**src/rtl/core/assert_macros.svh**
```systemverilog
// Assertion helpers shared by the RTL that checks itself.
// Each macro names the assertion, samples on the rising clock edge and
// is disabled while the active-low reset is asserted.
`ifndef ASSERT_MACROS_SVH
`define ASSERT_MACROS_SVH

// Same-cycle implication.
`define ASSERT_IMPLY(label, clk, rst_n, ante, cons, msg) \
    label: assert property (@(posedge clk) disable iff (!rst_n) (ante) |-> (cons)) \
        else $error(msg);

// Next-cycle implication.
`define ASSERT_NEXT(label, clk, rst_n, ante, cons, msg) \
    label: assert property (@(posedge clk) disable iff (!rst_n) (ante) |=> (cons)) \
        else $error(msg);

`endif

```
**src/rtl/core/ftx_pkg.sv**
```systemverilog
`timescale 1ns / 1ps
// ----------------------------------------------------------------------------
// ftx_pkg
// Types and constants of the IPv4 five-tuple extractor.
// ----------------------------------------------------------------------------
package ftx_pkg;

    localparam logic [15:0] ETH_HDR_LEN   = 16'd14;
    localparam logic [15:0] IPV4_MIN_END  = 16'd34;
    localparam logic [15:0] TCP_MIN_LEN   = 16'd20;
    localparam logic [15:0] UDP_MIN_LEN   = 16'd8;
    localparam logic [15:0] TYPE_IPV4     = 16'h0800;
    localparam logic [7:0]  PROTO_TCP     = 8'd6;
    localparam logic [7:0]  PROTO_UDP     = 8'd17;
    localparam logic [2:0]  IPV4_VER      = 3'd4;
    localparam logic [15:0] COUNT_MAX     = 16'hFFFF;

    // Fixed byte positions in an untagged Ethernet frame.
    localparam logic [15:0] POS_TYPE_HI   = 16'd12;
    localparam logic [15:0] POS_TYPE_LO   = 16'd13;
    localparam logic [15:0] POS_VER_IHL   = 16'd14;
    localparam logic [15:0] POS_TLEN_HI   = 16'd16;
    localparam logic [15:0] POS_TLEN_LO   = 16'd17;
    localparam logic [15:0] POS_PROTO     = 16'd23;
    localparam logic [15:0] POS_SRC_FIRST = 16'd26;
    localparam logic [15:0] POS_SRC_LAST  = 16'd29;
    localparam logic [15:0] POS_DST_FIRST = 16'd30;
    localparam logic [15:0] POS_DST_LAST  = 16'd33;

    typedef enum logic [1:0] {
        STATUS_NOT_IPV4 = 2'd0,
        STATUS_VALID    = 2'd1,
        STATUS_SHORT    = 2'd2
    } status_t;

    typedef struct packed {
        logic [7:0] data_byte;
        logic       last_byte;
    } in_word_t;

    typedef struct packed {
        status_t     status;
        logic [15:0] eth_type;
        logic [2:0]  ip_ver;
        logic [7:0]  protocol;
        logic [15:0] ip_len;
        logic [31:0] src_addr;
        logic [31:0] dst_addr;
        logic [15:0] src_l4_port;
        logic [15:0] dst_l4_port;
    } result_word_t;

    // Everything captured from one frame, handed from the parser to the
    // classifier when the last byte is taken.
    typedef struct packed {
        logic [15:0] frame_len;
        logic [15:0] eth_type;
        logic [3:0]  ihl;
        logic [7:0]  protocol;
        logic [15:0] ip_len;
        logic [31:0] src_addr;
        logic [31:0] dst_addr;
        logic [15:0] src_l4_port;
        logic [15:0] dst_l4_port;
    } frame_sum_t;

endpackage

```
**src/rtl/core/ftx_front.sv**
```systemverilog
`timescale 1ns / 1ps
// ----------------------------------------------------------------------------
// ftx_front
// Byte-wise header capture; emits a frame summary on the last byte.
// ----------------------------------------------------------------------------
module ftx_front (
    input  logic              clk,
    input  logic              rst_n,
    input  logic              accept,
    input  ftx_pkg::in_word_t item,
    output logic              sum_valid,
    output ftx_pkg::frame_sum_t sum
);
    import ftx_pkg::*;

    logic [15:0] count_reg;
    logic [15:0] count_next;
    logic [15:0] type_reg;
    logic [15:0] type_next;
    logic [3:0]  ihl_reg;
    logic [3:0]  ihl_next;
    logic [7:0]  proto_reg;
    logic [7:0]  proto_next;
    logic [15:0] tlen_reg;
    logic [15:0] tlen_next;
    logic [31:0] src_reg;
    logic [31:0] src_next;
    logic [31:0] dst_reg;
    logic [31:0] dst_next;
    logic [15:0] sport_reg;
    logic [15:0] sport_next;
    logic [15:0] dport_reg;
    logic [15:0] dport_next;

    logic [7:0]  b;
    logic [15:0] pos;
    logic [15:0] port_off;

    assign b   = item.data_byte;
    assign pos = count_reg;

    // The IHL nibble arriving on this very byte already moves the port offset.
    assign port_off = ETH_HDR_LEN + {10'd0, ihl_next, 2'b00};

    always_comb
    begin
        type_next  = type_reg;
        ihl_next   = ihl_reg;
        tlen_next  = tlen_reg;
        proto_next = proto_reg;
        src_next   = src_reg;
        dst_next   = dst_reg;
        sport_next = sport_reg;
        dport_next = dport_reg;

        if (pos == POS_TYPE_HI)
        begin
            type_next[15:8] = b;
        end
        if (pos == POS_TYPE_LO)
        begin
            type_next[7:0] = b;
        end
        if (pos == POS_VER_IHL)
        begin
            ihl_next = b[3:0];
        end
        if (pos == POS_TLEN_HI)
        begin
            tlen_next[15:8] = b;
        end
        if (pos == POS_TLEN_LO)
        begin
            tlen_next[7:0] = b;
        end
        if (pos == POS_PROTO)
        begin
            proto_next = b;
        end
        if (pos >= POS_SRC_FIRST && pos <= POS_SRC_LAST)
        begin
            src_next = {src_reg[23:0], b};
        end
        if (pos >= POS_DST_FIRST && pos <= POS_DST_LAST)
        begin
            dst_next = {dst_reg[23:0], b};
        end

        if (pos == port_off)
        begin
            sport_next[15:8] = b;
        end
        else if (pos == port_off + 16'd1)
        begin
            sport_next[7:0] = b;
        end
        else if (pos == port_off + 16'd2)
        begin
            dport_next[15:8] = b;
        end
        else if (pos == port_off + 16'd3)
        begin
            dport_next[7:0] = b;
        end

        count_next = (count_reg == COUNT_MAX) ? count_reg : count_reg + 16'd1;
    end

    assign sum_valid = accept && item.last_byte;

    always_comb
    begin
        sum.frame_len   = count_next;
        sum.eth_type    = type_next;
        sum.ihl         = ihl_next;
        sum.protocol    = proto_next;
        sum.ip_len      = tlen_next;
        sum.src_addr    = src_next;
        sum.dst_addr    = dst_next;
        sum.src_l4_port = sport_next;
        sum.dst_l4_port = dport_next;
    end

    always_ff @(posedge clk or negedge rst_n)
    begin
        if (!rst_n)
        begin
            count_reg <= '0;
            type_reg  <= '0;
            ihl_reg   <= '0;
            proto_reg <= '0;
            tlen_reg  <= '0;
            src_reg   <= '0;
            dst_reg   <= '0;
            sport_reg <= '0;
            dport_reg <= '0;
        end
        else if (accept)
        begin
            if (item.last_byte)
            begin
                count_reg <= '0;
                type_reg  <= '0;
                ihl_reg   <= '0;
                proto_reg <= '0;
                tlen_reg  <= '0;
                src_reg   <= '0;
                dst_reg   <= '0;
                sport_reg <= '0;
                dport_reg <= '0;
            end
            else
            begin
                count_reg <= count_next;
                type_reg  <= type_next;
                ihl_reg   <= ihl_next;
                proto_reg <= proto_next;
                tlen_reg  <= tlen_next;
                src_reg   <= src_next;
                dst_reg   <= dst_next;
                sport_reg <= sport_next;
                dport_reg <= dport_next;
            end
        end
    end

endmodule

```
**src/rtl/core/ftx_queue.sv**
```systemverilog
`timescale 1ns / 1ps
// ----------------------------------------------------------------------------
// ftx_queue
// Small first-in first-out buffer of frame summaries.
// ----------------------------------------------------------------------------
module ftx_queue #(
    parameter int DEPTH = 4
) (
    input  logic                clk,
    input  logic                rst_n,
    input  logic                wr_en,
    input  ftx_pkg::frame_sum_t wr_data,
    output logic                full,
    input  logic                rd_en,
    output ftx_pkg::frame_sum_t rd_data,
    output logic                empty
);
    import ftx_pkg::*;

    localparam int PTR_W = (DEPTH > 1) ? $clog2(DEPTH) : 1;
    localparam int CNT_W = $clog2(DEPTH + 1);

    frame_sum_t       mem [DEPTH];
    logic [PTR_W-1:0] wr_ptr_reg;
    logic [PTR_W-1:0] wr_ptr_next;
    logic [PTR_W-1:0] rd_ptr_reg;
    logic [PTR_W-1:0] rd_ptr_next;
    logic [CNT_W-1:0] count_reg;
    logic [CNT_W-1:0] count_next;
    logic             do_wr;
    logic             do_rd;

    assign full    = (count_reg == CNT_W'(DEPTH));
    assign empty   = (count_reg == '0);
    assign do_wr   = wr_en && !full;
    assign do_rd   = rd_en && !empty;
    assign rd_data = mem[rd_ptr_reg];

    always_comb
    begin
        wr_ptr_next = wr_ptr_reg;
        rd_ptr_next = rd_ptr_reg;
        count_next  = count_reg;
        if (do_wr)
        begin
            wr_ptr_next = (wr_ptr_reg == PTR_W'(DEPTH - 1)) ? '0 : wr_ptr_reg + 1'b1;
        end
        if (do_rd)
        begin
            rd_ptr_next = (rd_ptr_reg == PTR_W'(DEPTH - 1)) ? '0 : rd_ptr_reg + 1'b1;
        end
        if (do_wr && !do_rd)
        begin
            count_next = count_reg + 1'b1;
        end
        else if (do_rd && !do_wr)
        begin
            count_next = count_reg - 1'b1;
        end
    end

    always_ff @(posedge clk)
    begin
        if (do_wr)
        begin
            mem[wr_ptr_reg] <= wr_data;
        end
    end

    always_ff @(posedge clk or negedge rst_n)
    begin
        if (!rst_n)
        begin
            wr_ptr_reg <= '0;
            rd_ptr_reg <= '0;
            count_reg  <= '0;
        end
        else
        begin
            wr_ptr_reg <= wr_ptr_next;
            rd_ptr_reg <= rd_ptr_next;
            count_reg  <= count_next;
        end
    end

endmodule

```
**src/rtl/core/ftx_back.sv**
```systemverilog
`timescale 1ns / 1ps
// ----------------------------------------------------------------------------
// ftx_back
// Classifies a frame summary and holds the result in the output register.
// ----------------------------------------------------------------------------
module ftx_back (
    input  logic                   clk,
    input  logic                   rst_n,
    input  logic                   sum_avail,
    input  ftx_pkg::frame_sum_t    sum,
    output logic                   sum_take,
    output ftx_pkg::result_word_t  result,
    output logic                   empty,
    input  logic                   pop
);
    import ftx_pkg::*;

    logic         out_valid_reg;
    logic         out_valid_next;
    result_word_t out_reg;
    result_word_t res;
    logic [15:0]  port_off;
    logic         is_tcp;
    logic         is_udp;
    logic         hdr_short;

    assign port_off = ETH_HDR_LEN + {10'd0, sum.ihl, 2'b00};
    assign is_tcp   = (sum.protocol == PROTO_TCP);
    assign is_udp   = (sum.protocol == PROTO_UDP);

    // The port offset never exceeds 74, so the sums below cannot wrap.
    assign hdr_short = (sum.frame_len < IPV4_MIN_END)
                    || (sum.frame_len < port_off)
                    || (is_tcp && sum.frame_len < port_off + TCP_MIN_LEN)
                    || (is_udp && sum.frame_len < port_off + UDP_MIN_LEN);

    always_comb
    begin
        res = '0;
        if (sum.frame_len < ETH_HDR_LEN)
        begin
            res.status = STATUS_SHORT;
        end
        else if (sum.eth_type != TYPE_IPV4)
        begin
            res.status   = STATUS_NOT_IPV4;
            res.eth_type = sum.eth_type;
        end
        else if (hdr_short)
        begin
            res.status = STATUS_SHORT;
        end
        else
        begin
            res.status   = STATUS_VALID;
            res.eth_type = sum.eth_type;
            res.ip_ver   = IPV4_VER;
            res.protocol = sum.protocol;
            res.ip_len   = sum.ip_len;
            res.src_addr = sum.src_addr;
            res.dst_addr = sum.dst_addr;
            if (is_tcp || is_udp)
            begin
                res.src_l4_port = sum.src_l4_port;
                res.dst_l4_port = sum.dst_l4_port;
            end
        end
    end

    assign sum_take = sum_avail && (!out_valid_reg || pop);

    always_comb
    begin
        out_valid_next = out_valid_reg;
        if (sum_take)
        begin
            out_valid_next = 1'b1;
        end
        else if (pop)
        begin
            out_valid_next = 1'b0;
        end
    end

    always_ff @(posedge clk)
    begin
        if (sum_take)
        begin
            out_reg <= res;
        end
    end

    always_ff @(posedge clk or negedge rst_n)
    begin
        if (!rst_n)
        begin
            out_valid_reg <= 1'b0;
        end
        else
        begin
            out_valid_reg <= out_valid_next;
        end
    end

    assign result = out_reg;
    assign empty  = !out_valid_reg;

endmodule

```
**src/rtl/core/ipv4_five_tuple_extractor.sv**
```systemverilog
`timescale 1ns / 1ps
// ----------------------------------------------------------------------------
// ipv4_five_tuple_extractor
// Ethernet / IPv4 / TCP-UDP five-tuple extractor, one frame byte per word.
// ----------------------------------------------------------------------------
// Usage:
//   Input side: write one frame byte per word with push while full is low;
//   last_byte marks the final byte of a frame. Any number of idle cycles may
//   fall between bytes. Output side: one result word per frame appears while
//   empty is low and is removed with pop.
//   Throughput is one byte per clock while full is low; a one-byte frame may
//   follow another back to back, giving one result per clock while pop is held high.
//   The summary of a frame is written into the summary queue when its last
//   byte is accepted; the classifier then registers its result in the output
//   register once that register is empty or being popped, and it stays until popped.
//   The parser writes a frame summary into a QUEUE_DEPTH-entry queue; full
//   rises only when that queue and the output register are all occupied,
//   which happens only when the receiver stalls with pop low.
//   Reset clears the byte counter, all captured fields, the queue and the valid
//   flag of the output register; the first byte after reset is the first byte of a frame.
// ----------------------------------------------------------------------------
`include "assert_macros.svh"

module ipv4_five_tuple_extractor #(
    parameter int QUEUE_DEPTH = 4
) (
    input  logic                  clk,
    input  logic                  rst_n,
    input  logic                  push,
    output logic                  full,
    input  ftx_pkg::in_word_t     item,
    output logic                  empty,
    input  logic                  pop,
    output ftx_pkg::result_word_t result
);
    import ftx_pkg::*;

    logic       accept;
    logic       sum_valid;
    frame_sum_t sum_in;
    frame_sum_t sum_out;
    logic       q_empty;
    logic       sum_take;

    assign accept = push && !full;

    ftx_front u_front (
        .clk       (clk),
        .rst_n     (rst_n),
        .accept    (accept),
        .item      (item),
        .sum_valid (sum_valid),
        .sum       (sum_in)
    );

    ftx_queue #(
        .DEPTH (QUEUE_DEPTH)
    ) u_queue (
        .clk     (clk),
        .rst_n   (rst_n),
        .wr_en   (sum_valid),
        .wr_data (sum_in),
        .full    (full),
        .rd_en   (sum_take),
        .rd_data (sum_out),
        .empty   (q_empty)
    );

    ftx_back u_back (
        .clk       (clk),
        .rst_n     (rst_n),
        .sum_avail (!q_empty),
        .sum       (sum_out),
        .sum_take  (sum_take),
        .result    (result),
        .empty     (empty),
        .pop       (pop)
    );

    `ASSERT_IMPLY(a_short_zero, clk, rst_n,
        !empty && result.status == STATUS_SHORT,
        result.eth_type == 16'd0 && result.src_addr == 32'd0 && result.dst_addr == 32'd0,
        "short-frame result carries nonzero fields")

    `ASSERT_IMPLY(a_invalid_no_tuple, clk, rst_n,
        !empty && result.status != STATUS_VALID,
        result.ip_ver == 3'd0 && result.src_l4_port == 16'd0 && result.dst_l4_port == 16'd0,
        "non-valid result carries version or ports")

    `ASSERT_IMPLY(a_valid_ipv4, clk, rst_n,
        !empty && result.status == STATUS_VALID,
        result.ip_ver == IPV4_VER && result.eth_type == TYPE_IPV4,
        "valid result without IPv4 ethertype and version")

    `ASSERT_NEXT(a_mid_frame_no_result, clk, rst_n,
        empty && !(push && !full && item.last_byte) && q_empty,
        empty,
        "result appeared without a completed frame")

endmodule

```
**config.mk**
```make
export PLATFORM = sky130hd
export DESIGN_NAME = ipv4_five_tuple_extractor
export DESIGN_NICKNAME = d
export VERILOG_FILES = /design/src/rtl/core/ftx_pkg.sv /design/src/rtl/core/ftx_front.sv /design/src/rtl/core/ftx_queue.sv /design/src/rtl/core/ftx_back.sv /design/src/rtl/core/ipv4_five_tuple_extractor.sv
export VERILOG_INCLUDE_DIRS = /design/src /design/src/rtl/core
export SDC_FILE = /design/constraint.sdc
export NUM_CORES = 1
export LEC_CHECK = 0
export ABC_AREA = 0
export BUFFER_PORTS_ARGS = -buffer_cell sky130_fd_sc_hd__buf_2
export CORE_MARGIN = 4
export CORE_UTILIZATION = 55
export DETAILED_ROUTE_END_ITERATION = 10
export PLACE_DENSITY = 0.72
export SLEW_MARGIN = 30
export SYNTH_ARGS = -nofsm -noshare
export SYNTH_HDL_FRONTEND = slang
export SYNTH_SLANG_ARGS = --single-unit
```
**constraint.sdc**
```tcl
create_clock -name clk -period 12.7 [get_ports clk]
set_input_delay 0.635 -clock clk [delete_from_list [all_inputs] [get_ports clk]]
set_output_delay 0.635 -clock clk [all_outputs]
set_load 0.005 [all_outputs]
```
# Word level (Yosys, flattened, before mapping)
# Memory sizes are Yosys's and may differ from the RTL's.
# Index checks and enable logic that the tools add are counted.
[totals] regBits=305 ramBits=624 in_bits=13 output_inout_bits=143 wordCells=128 memories=1
[memory_table] memory="u_queue.mem" depth=4 width=156 rd=1 rd_clocked_by_memory_dff=0 write_ports=1 line="ftx_queue.sv:23" text="frame_sum_t mem [DEPTH];"
[op_classes] addsub=12 n_lt_le_gt_ge=9 n_eq_ne=17 n_mux=38 n_bitwise=1 reduce_logical=27
[ops] operator="two-way mux 32 bit" count=5
[ops] operator="two-way mux 139 bit" count=1
[ops] operator="two-way mux 16 bit" count=8
[ops] operator="two-way mux 8 bit" count=12
[ops] operator="equality test 16 bit" count=4
[ops] operator="equality test 16 x 4 -> 1 bit (second input constant)" count=3
[ops] operator="equality test 16 x 5 -> 1 bit (second input constant)" count=3
[ops] operator="< comparator 16 bit" count=3
[ops] operator="adder 16 x 1 -> 16 bit (second input constant)" count=2
[ops] operator="adder 16 x 2 -> 16 bit (second input constant)" count=2
[ops] operator=">= comparator 16 x 5 -> 1 bit (second input constant)" count=2
[ops] operator="two-way mux 18 bit" count=1
[ops] operator="adder 16 x 4 -> 16 bit (second input constant)" count=1
[ops] operator="adder 16 x 5 -> 16 bit (second input constant)" count=1
[ops] operator="equality test 16 bit (second input constant)" count=1
[ops] operator="<= comparator 16 x 5 -> 1 bit (second input constant)" count=1
[ops] operator="<= comparator 16 x 6 -> 1 bit (second input constant)" count=1
[ops] operator="< comparator 16 x 4 -> 1 bit (second input constant)" count=1
[ops] operator="< comparator 16 x 6 -> 1 bit (second input constant)" count=1
[ops] operator="inequality test 16 x 12 -> 1 bit (second input constant)" count=1
[ops] operator="adder 4 x 6 -> 7 bit (first input constant)" count=2
[ops] operator="logical AND 1 bit" count=11
[ops] operator="equality test 8 x 3 -> 1 bit (second input constant)" count=1
[ops] operator="equality test 8 x 5 -> 1 bit (second input constant)" count=1
[ops] operator="other kinds (17)" count=35

# Logic depth before layout (Yosys ltp)
# Gate-level depths: netlist of the first run.
[logic_depth] ltp_word=10 depth_mapped=21 depth_no_buf=15

# Cells and area by module
# Synthesis of the first run repeated with hierarchy kept, for this count alone.
[unflattened] hier_cells=2192 hier_area_um2=38569.5
[by_module_without_submodules] module="ftx_queue" instances=1 cells_per_inst=852 area_each_um2=22957.0 seq_area_each_um2=18913.1
[by_module_without_submodules] module="ftx_front" instances=1 cells_per_inst=931 area_each_um2=9585.4 seq_area_each_um2=3903.7
[by_module_without_submodules] module="ftx_back" instances=1 cells_per_inst=407 area_each_um2=6009.5 seq_area_each_um2=4169.0
[by_module_without_submodules] module="ipv4_five_tuple_extractor" instances=1 cells_per_inst=2 area_each_um2=17.5 seq_area_each_um2=0.0

# Worst setup path after synthesis of the first run
# No wires, ideal clock.
[synth_timing] path_type="input -> register" from="in pop" to="reg u_queue.count_reg[1]" setup_ns=0.125 arrival_time_ns=8.916 t_required_ns=12.575 path_slack_ns=3.659 cell_stages=7 n_path_buf=0 path_cell_list="inv_1 a21oi_1 inv_1 ha_1 inv_1 fa_1 mux2_2"
[synth_between] elab_chain_len=6 word_cells_on_any_way=8 cone_classes="mux (1); reduce/logical (7)"
[synth_rtl] item="start, declared" line="ipv4_five_tuple_extractor.sv:33" text="input logic pop,"
[synth_rtl] item="logical OR 1 bit" line="ftx_back.sv:70" text="assign sum_take = sum_avail && (!out_valid_reg || pop);"
[synth_rtl] item="logical AND 1 bit" line="ftx_back.sv:70"
[synth_rtl] item="net sum_take" line="ipv4_five_tuple_extractor.sv:43" text="logic sum_take;"
[synth_rtl] item="logical AND 1 bit" line="ftx_queue.sv:36" text="assign do_rd = rd_en && !empty;"
[synth_rtl] item="logical NOT 1 bit" line="ftx_queue.sv:52" text="if (do_wr && !do_rd)"
[synth_rtl] item="logical AND 1 bit" line="ftx_queue.sv:52"
[synth_rtl] item="two-way mux 3 bit" line="ftx_queue.sv:52"
[synth_rtl] item="net u_queue.count_next[1]" line="ftx_queue.sv:29" text="logic [CNT_W-1:0] count_next;"
[synth_rtl] item="end signal, assigned" line="ftx_queue.sv:82" text="count_reg <= count_next;"
[synth_rtl] item="end, declared" line="ftx_queue.sv:28" text="logic [CNT_W-1:0] count_reg;"
# The timed path passes the listed nets, and every way through them passes these cells.
# A chain may end at the register's enable or synchronous reset.

# Final worst setup path of the first run
[layout_timing] from="reg u_queue.rd_ptr_reg[1]" to="reg u_back.out_reg (netlist bit u_back.result[84]), data pin"
[layout_between] elab_chain_len=8 word_cells_on_any_way=18 cone_classes="add/sub (3); order compare (5); eq/ne (3); reduce/logical (6); memory (1)"
[layout_rtl] item="start, declared" line="ftx_queue.sv:26" text="logic [PTR_W-1:0] rd_ptr_reg;"
[layout_rtl] item="start signal, assigned" line="ftx_queue.sv:81" text="rd_ptr_reg <= rd_ptr_next;"
[layout_rtl] item="memory read (4 x 156 bit) *"
[layout_rtl] item="adder 4 x 6 -> 7 bit" line="ftx_back.sv:27" text="assign port_off = ETH_HDR_LEN + {10'd0, sum.ihl, 2'b00};"
[layout_rtl] item="adder 16 x 5 -> 16 bit" line="ftx_back.sv:34" text="|| (is_tcp && sum.frame_len < port_off + TCP_MIN_LEN)"
[layout_rtl] item="< comparator 16 bit" line="ftx_back.sv:34"
[layout_rtl] item="logical AND 1 bit" line="ftx_back.sv:34"
[layout_rtl] item="logical OR 1 bit" line="ftx_back.sv:34"
[layout_rtl] item="logical OR 1 bit" line="ftx_back.sv:35" text="|| (is_udp && sum.frame_len < port_off + UDP_MIN_LEN);"
[layout_rtl] item="OR reduction 3 bit (no source line)"
[layout_rtl] item="end signal, assigned" line="ftx_back.sv:89" text="out_reg <= res;"
[layout_rtl] item="end, declared" line="ftx_back.sv:20" text="result_word_t out_reg;"
# Mark *: on every way between the ends. The rest lies on a longest branch, timed or not.

==> out/metrics.csv, run 1 <==
stage,metric,value,unit
yosys,syn_area_per_cell,17.4,um2
yosys,syn_inst,2164,
yosys,synth.cell_area,37700,um2
clock_tree,cts-buffers-inserted,91,
timing,worst_pin_slew,0.854,ns
routing,viasPerCell,6.06,
die,core,67500,um2
yosys,synth-async-reset-ratio,0.178,
power_and_ir_drop,p_leak,15.4,nW
clock_tree,clkLatencyLatePin,0.64,ns
finish,fillers,4658,
clock_tree,cts_max_path_buffers,3,
timing,setup_violations,0,
yosys,synth_cell_types,66,
die,die_area,72800,um2
critical_path,cp.required,13.05,ns
critical_path,worstSetupEndpointType,flip-flop,
die,die-height,270,um
place,dp_hpwl,44700,um
timing,hold_viol,0,
finish,areaGrowthSynthToFinish,12.7,%
die,top_level_ports,156,
routing,ant_nets,0,
finish,final_common_cell,edfxtp_1,
finish,final_nets,2354,
clock_tree,ctsHoldBuffers,1,
clock_tree,clockRootBuffer,clkbuf_16,
die,rows,95,
die,initial_core_util,0.559,
outcome,status,finished clean,
timing,maxSlewViolCount,0,
critical_path,reg2reg_from,u_queue.rd_ptr_reg[1],
clock_tree,cts.reportedPaths.clkPinSlew,0.07,ns
yosys,synth_flop_cell,edfxtp_1,
timing,fmax,182,MHz
timing,grt_setup_unrepaired,no,
critical_path,crit_type,flip-flop to flip-flop,
finish,largest_register_ffs,620,
critical_path,crit_path_top_delay_cell,dfrtp_4,
clock_tree,cts_tree,done,
yosys,synth.area.top_cells,"edfxtp_1 (60%), dfrtp_1 (11%), mux4_2 (8.8%)",
critical_path,critical_path_arrival,5.85,ns
place,gp_congestion,0.812,
yosys,synth-edff-count,758,
power_and_ir_drop,power_density,216,nW/um2
place,place_area,39200,um2
routing,first_pass_iters,5,
hold_path,min_path_cells,2,
clock_tree,h-tree-depth,3,
critical_path,critical-path-max-stage-delay,0.97,ns
hold_path,holdCritStartpoint,pop,
critical_path,critPathMaxFanout,105,
clock_tree,numClockSinks,922,
clock_tree,cts_resized,0,
place,port-buffer-count,153,
routing,remaining_drc_errors,0,
flow_run,drv_cap,0,
global_route,grt_usage,0.215,
finish,final_cell_mix,"edfxtp_1 (758), dfrtp_1 (162), buf_2 (152)",
finish,fin_util,0.630,
finish,regMostFlops,u_queue.mem,
yosys,yosys_warnings,0,
global_route,antenna_found_initial,2,
routing,vias,19700,
critical_path,reg2reg_to,u_back.result[84],
finish,fin_area,42500,um2
global_route,grt_first_pass_wirelength,122000,um
critical_path,cp_cell_sequence,buf_12 -> mux4_2 -> xor2_1 -> inv_1 -> ha_1 -> inv_1 -> ha_1 -> a211o_1 -> a31oi_1 -> a21oi_1 -> o22ai_1 -> a22oi_1 -> nand2b_4 -> buf_6 -> nor2b_1,
routing,finalWirelength,78400,um
hold_path,min_to,u_back.out_valid_reg,
place,dpl.cell_count,3084,
global_route,grt_max_degree,110,
critical_path,r2r_cells,15,
yosys,synth_top_area_share,0.604,
yosys,yosysSeqAreaShare,0.712,
finish,fin_cells,3260,
routing,drtIter0Drc,1806,
clock_tree,postCtsSetupBuffers,0,
critical_path,r2r_slack,7.20,ns
timing,fin_crit_sh,0.433,
die,die_w,270,um
yosys,yosys.area.top_type,edfxtp_1,
global_route,grt_pass1_vias,20300,
timing,skew,0.0274,ns
timing,setup_tns,0,ns
yosys,ys_ff_latch,922,
hold_path,hp-class,input pin to flip-flop,
timing,slew_headroom,0.431,
routing,wire_per_inst,24.1,um
finish,drive_gt1_frac,0.268,
power_and_ir_drop,vdd.ir_drop.worst,0.139,mV
timing,post-route-min-period,5.50,ns
global_route,gr-total-overflow,0,
critical_path,start_kind,flip-flop,
-- report_power, final --
group          internal, W  switching [W]  leakage [nW]
Sequential         0.00391       0.000258          9.44
Clock              0.00169        0.00114          1.58
Combinational     0.000989        0.00118          4.39
Total              0.00659        0.00257          15.4
-- routing by layer --
metal	wire, um	GRT usage	up-vias
li1	-	-	8763
met1	33000	0.296	10300
met2	39600	0.361	585
met3	4040	0.0346	120
met4	1820	0.0602	0
met5	0	0	-
-- how the worst max path moves through the flow --
stage	from	end	slack (ns)	cells after the start
6_report	u_queue.rd_ptr_reg[1]	u_back.result[84]	7.20	15
5_1_grt	u_queue.rd_ptr_reg[1]	u_back.result[82]	6.94	15
4_1_cts	u_queue.rd_ptr_reg[1]	u_back.result[84]	6.97	15
3_5_place_dp	u_queue.rd_ptr_reg[1]	u_back.result[84]	6.99	15
3_3_place_gp	u_queue.rd_ptr_reg[1]	u_back.result[12]	7.03	15
2_1_floorplan	pop	u_queue.count_reg[1]	3.66	7
-- Yosys cell counts (8+ instances only) --
cell,count
a21oi_1,14
o21ai_0,84
nor2_1,68
xor2_1,12
buf_2,27
nor3_1,12
inv_1,37
nand4_1,10
mux2_4,16
edfxtp_1,758
buf_6,18
ha_1,33
mux2_2,109
mux2_1,9
a22oi_1,57
dfrtp_1,164
clkbuf_1,76
nand2b_1,12
nor4_1,10
and2_1,22
xnor2_1,12
mux2i_1,9
a221o_1,26
mux4_2,147
a22o_1,52
nand3b_1,11
nor2b_1,89
nor3b_1,20
and3_1,9
nand3_1,15
nand2_1,142
nor3b_2,8
-- logic make-up after synthesis --
logic type               count (synthesis)  share of synthesized area
flip-flops                             922                      0.712
AND/OR/NAND/NOR                        456                     0.0657
multiplexers                           290                      0.132
AO/OA/AOI/OAI                          265                     0.0504
buffers and inverters                  172                     0.0226
adder cells (fa/ha/maj)                 34                     0.0115
XOR/XNOR                                24                    0.00557
other                                    1                  0.0000994
-- worst max-delay path, delay by kind of cell (launching register included) --
kind | cells | cell delay, ns
buffers and inverters | 4 | 1.26
DFF | 1 | 0.97
and+or+nand+nor | 2 | 0.54
xor gates and xnor gates | 1 | 0.34
adders and majority gates | 2 | 0.58
AOI/OAI and AO/OA | 5 | 0.86
muxes | 1 | 0.45
-- through the flow --
stage	power [W]	hold WS, ns	setup slack [ns]
after CTS	0.00924	0.160	6.97
after global routing	0.00959	0.200	6.94
after floorplan	0.00577	0.339	3.66
final	0.00917	0.194	7.20
after global placement	0.00634	0.472	7.03
after detailed placement	0.00641	0.486	6.99
-- layout make-up --
type	count	area (um2)	area share
diodes	1	2.50	0.0000589
clock buffers	114	2510	0.0590
clock inverters	58	693	0.0163
inverters	37	139	0.00327
multi-input cells	1071	10100	0.237
flip-flops and latches	922	26900	0.632
well taps	873	1090	0.0257
repair buffers	184	1110	0.0262
No activity file was read; power rests on OpenSTA's default activity.
==> run 2, diff against run 1 <==
Settings changed: PLACE_DENSITY 0.72 to 0.75.
Clock period 12.7 ns to 4.95 ns, I/O delays scaled along.
==> run 2 against run 1 <==
First-iteration DRC count increased by 2.5%. Routed wire length decreased by 0.45%. Combinational power increased to 2.7 times the previous value. Die area unchanged. Critical path depth decreased by 3. Maximum frequency increased by 19%. Clock power increased by 140%. Critical path type unchanged. Critical endpoint is now u_queue.mem[0][29].
==> out/metrics.csv, run 2 (same netlist as run 1, synthesis figures left out) <==
stage,metric,value,unit
outcome,status,finished clean,
critical_path,critical_path_arrival,4.98,ns
finish,diodes,0,
finish,final_common_cell,edfxtp_1,
global_route,grt_max_degree,123,
timing,setup_tns,0,ns
die,die_w,270,um
timing,grt_setup_unrepaired,no,
global_route,grt_first_pass_wirelength,124000,um
finish,areaGrowthSynthToFinish,12.8,%
timing,fin_hold_ws,0.0539,ns
finish,fin_area,42500,um2
timing,worst_pin_slew,0.952,ns
clock_tree,clkLatencyLatePin,0.66,ns
die,rows,95,
hold_path,hp-class,input pin to flip-flop,
critical_path,reg2reg_to,u_queue.mem[0][29],
die,initial_core_util,0.559,
place,port-buffer-count,153,
routing,vias,20000,
clock_tree,cts_tree,done,
routing,first_pass_iters,6,
critical_path,start_kind,flip-flop,
critical_path,r2r_cells,12,
die,core,67500,um2
global_route,grt_pass1_vias,20900,
flow_run,drv_cap,0,
power_and_ir_drop,vdd.ir_drop.worst,0.482,mV
critical_path,worstSetupEndpointType,flip-flop,
clock_tree,postCtsSetupBuffers,0,
finish,largest_register_ffs,620,
global_route,antenna_found_initial,0,
critical_path,critPathMaxFanout,24,
place,place_area,39500,um2
timing,post-route-min-period,4.61,ns
clock_tree,cts_resized,0,
finish,final_cell_mix,"edfxtp_1 (758), dfrtp_1 (162), buf_2 (152)",
timing,hold_viol,0,
timing,skew,0.0380,ns
place,gp_congestion,0.844,
critical_path,r2r_slack,0.34,ns
die,die-height,270,um
timing,setup_violations,0,
critical_path,cp.required,5.32,ns
routing,wire_per_inst,23.8,um
place,dpl.cell_count,3105,
finish,drive_gt1_frac,0.267,
global_route,grt_usage,0.217,
critical_path,reg2reg_from,u_front.count_reg[0],
critical_path,crit_path_end,u_queue.mem[0][29],
die,die_area,72800,um2
routing,finalWirelength,78100,um
global_route,gr-total-overflow,0,
die,top_level_ports,156,
timing,fin_crit_sh,0.930,
routing,drtIter0Drc,1852,
critical_path,crit_type,flip-flop to flip-flop,
timing,maxSlewViolCount,0,
finish,regMostFlops,u_queue.mem,
clock_tree,clockRootBuffer,clkbuf_16,
clock_tree,cts_max_path_buffers,3,
clock_tree,cts-buffers-inserted,91,
timing,fmax,217,MHz
place,dp_hpwl,44900,um
power_and_ir_drop,power_density,544,nW/um2
routing,remaining_drc_errors,0,
routing,viasPerCell,6.11,
clock_tree,h-tree-depth,3,
clock_tree,ctsHoldBuffers,2,
power_and_ir_drop,p_leak,15.4,nW
critical_path,crit_path_start,u_front.count_reg[0],
routing,ant_nets,0,
clock_tree,cts.reportedPaths.clkPinSlew,0.06,ns
finish,fin_cells,3277,
finish,final_nets,2375,
clock_tree,numClockSinks,922,
timing,slew_headroom,0.363,
-- run 2: stage by stage --
| step | utilization | power (W) | setup WS (ns) |
|---|---|---|---|
| after floorplan | - | 0.0147 | 0.593 |
| after global placement | 0.584 | 0.0163 | 0.529 |
| after detailed placement | 0.585 | 0.0165 | 0.396 |
| after CTS | 0.629 | 0.0233 | 0.349 |
| after global routing | 0.630 | 0.0242 | 0.0263 |
| final | 0.630 | 0.0231 | 0.344 |
-- run 2: critical path: stages (launching register included) --
cell and delay (ns):
dfrtp_1 0.43, inv_1 0.15, ha_1 0.30, nor3b_1 0.26, and4_1 0.53, mux2_2 0.45, ha_1 0.25, or3_1 0.32
a21oi_1 0.14, o2111ai_1 0.21, a2111oi_2 0.42, o211a_4 0.48, mux2_4 0.36
-- run 2: metal layers --
layer	vias up	routed length [um]	track usage
met2	590	40000	0.370
met5	-	0	0
met4	0	1660	0.0589
met1	10500	32300	0.295
li1	8773	-	-
met3	129	4070	0.0346
-- run 2: power by group --
| group | total [W] | internal, W | switching, W |
|---|---|---|---|
| Sequential | 0.0105 | 0.0100 | 0.000492 |
| Combinational | 0.00582 | 0.00259 | 0.00323 |
| Clock | 0.00678 | 0.00392 | 0.00286 |
-- run 2: worst min-delay path by stage --
stage / from / endpoint / slack (ns) / cells past startpoint
3_5_place_dp: rst_n / u_front.type_reg[5] / 0.31 / 1
3_3_place_gp: rst_n / u_front.type_reg[5] / 0.30 / 1
2_1_floorplan: rst_n / u_back.out_valid_reg / -0.05 / 0
6_report: item[2] / u_front.ihl_reg[1] / 0.05 / 3
5_1_grt: item[2] / u_front.ihl_reg[1] / 0.03 / 3
4_1_cts: item[2] / u_front.ihl_reg[1] / 0.008 / 3
-- run 2: cell type report --
type	instances	area, um2
flip-flops and latches	922	26900
inverters	37	139
clock inverters	41	419
repair buffers	205	1340
well taps	873	1090
fillers	4651	25000
multi-input cells	1071	10100
clock buffers	128	2580
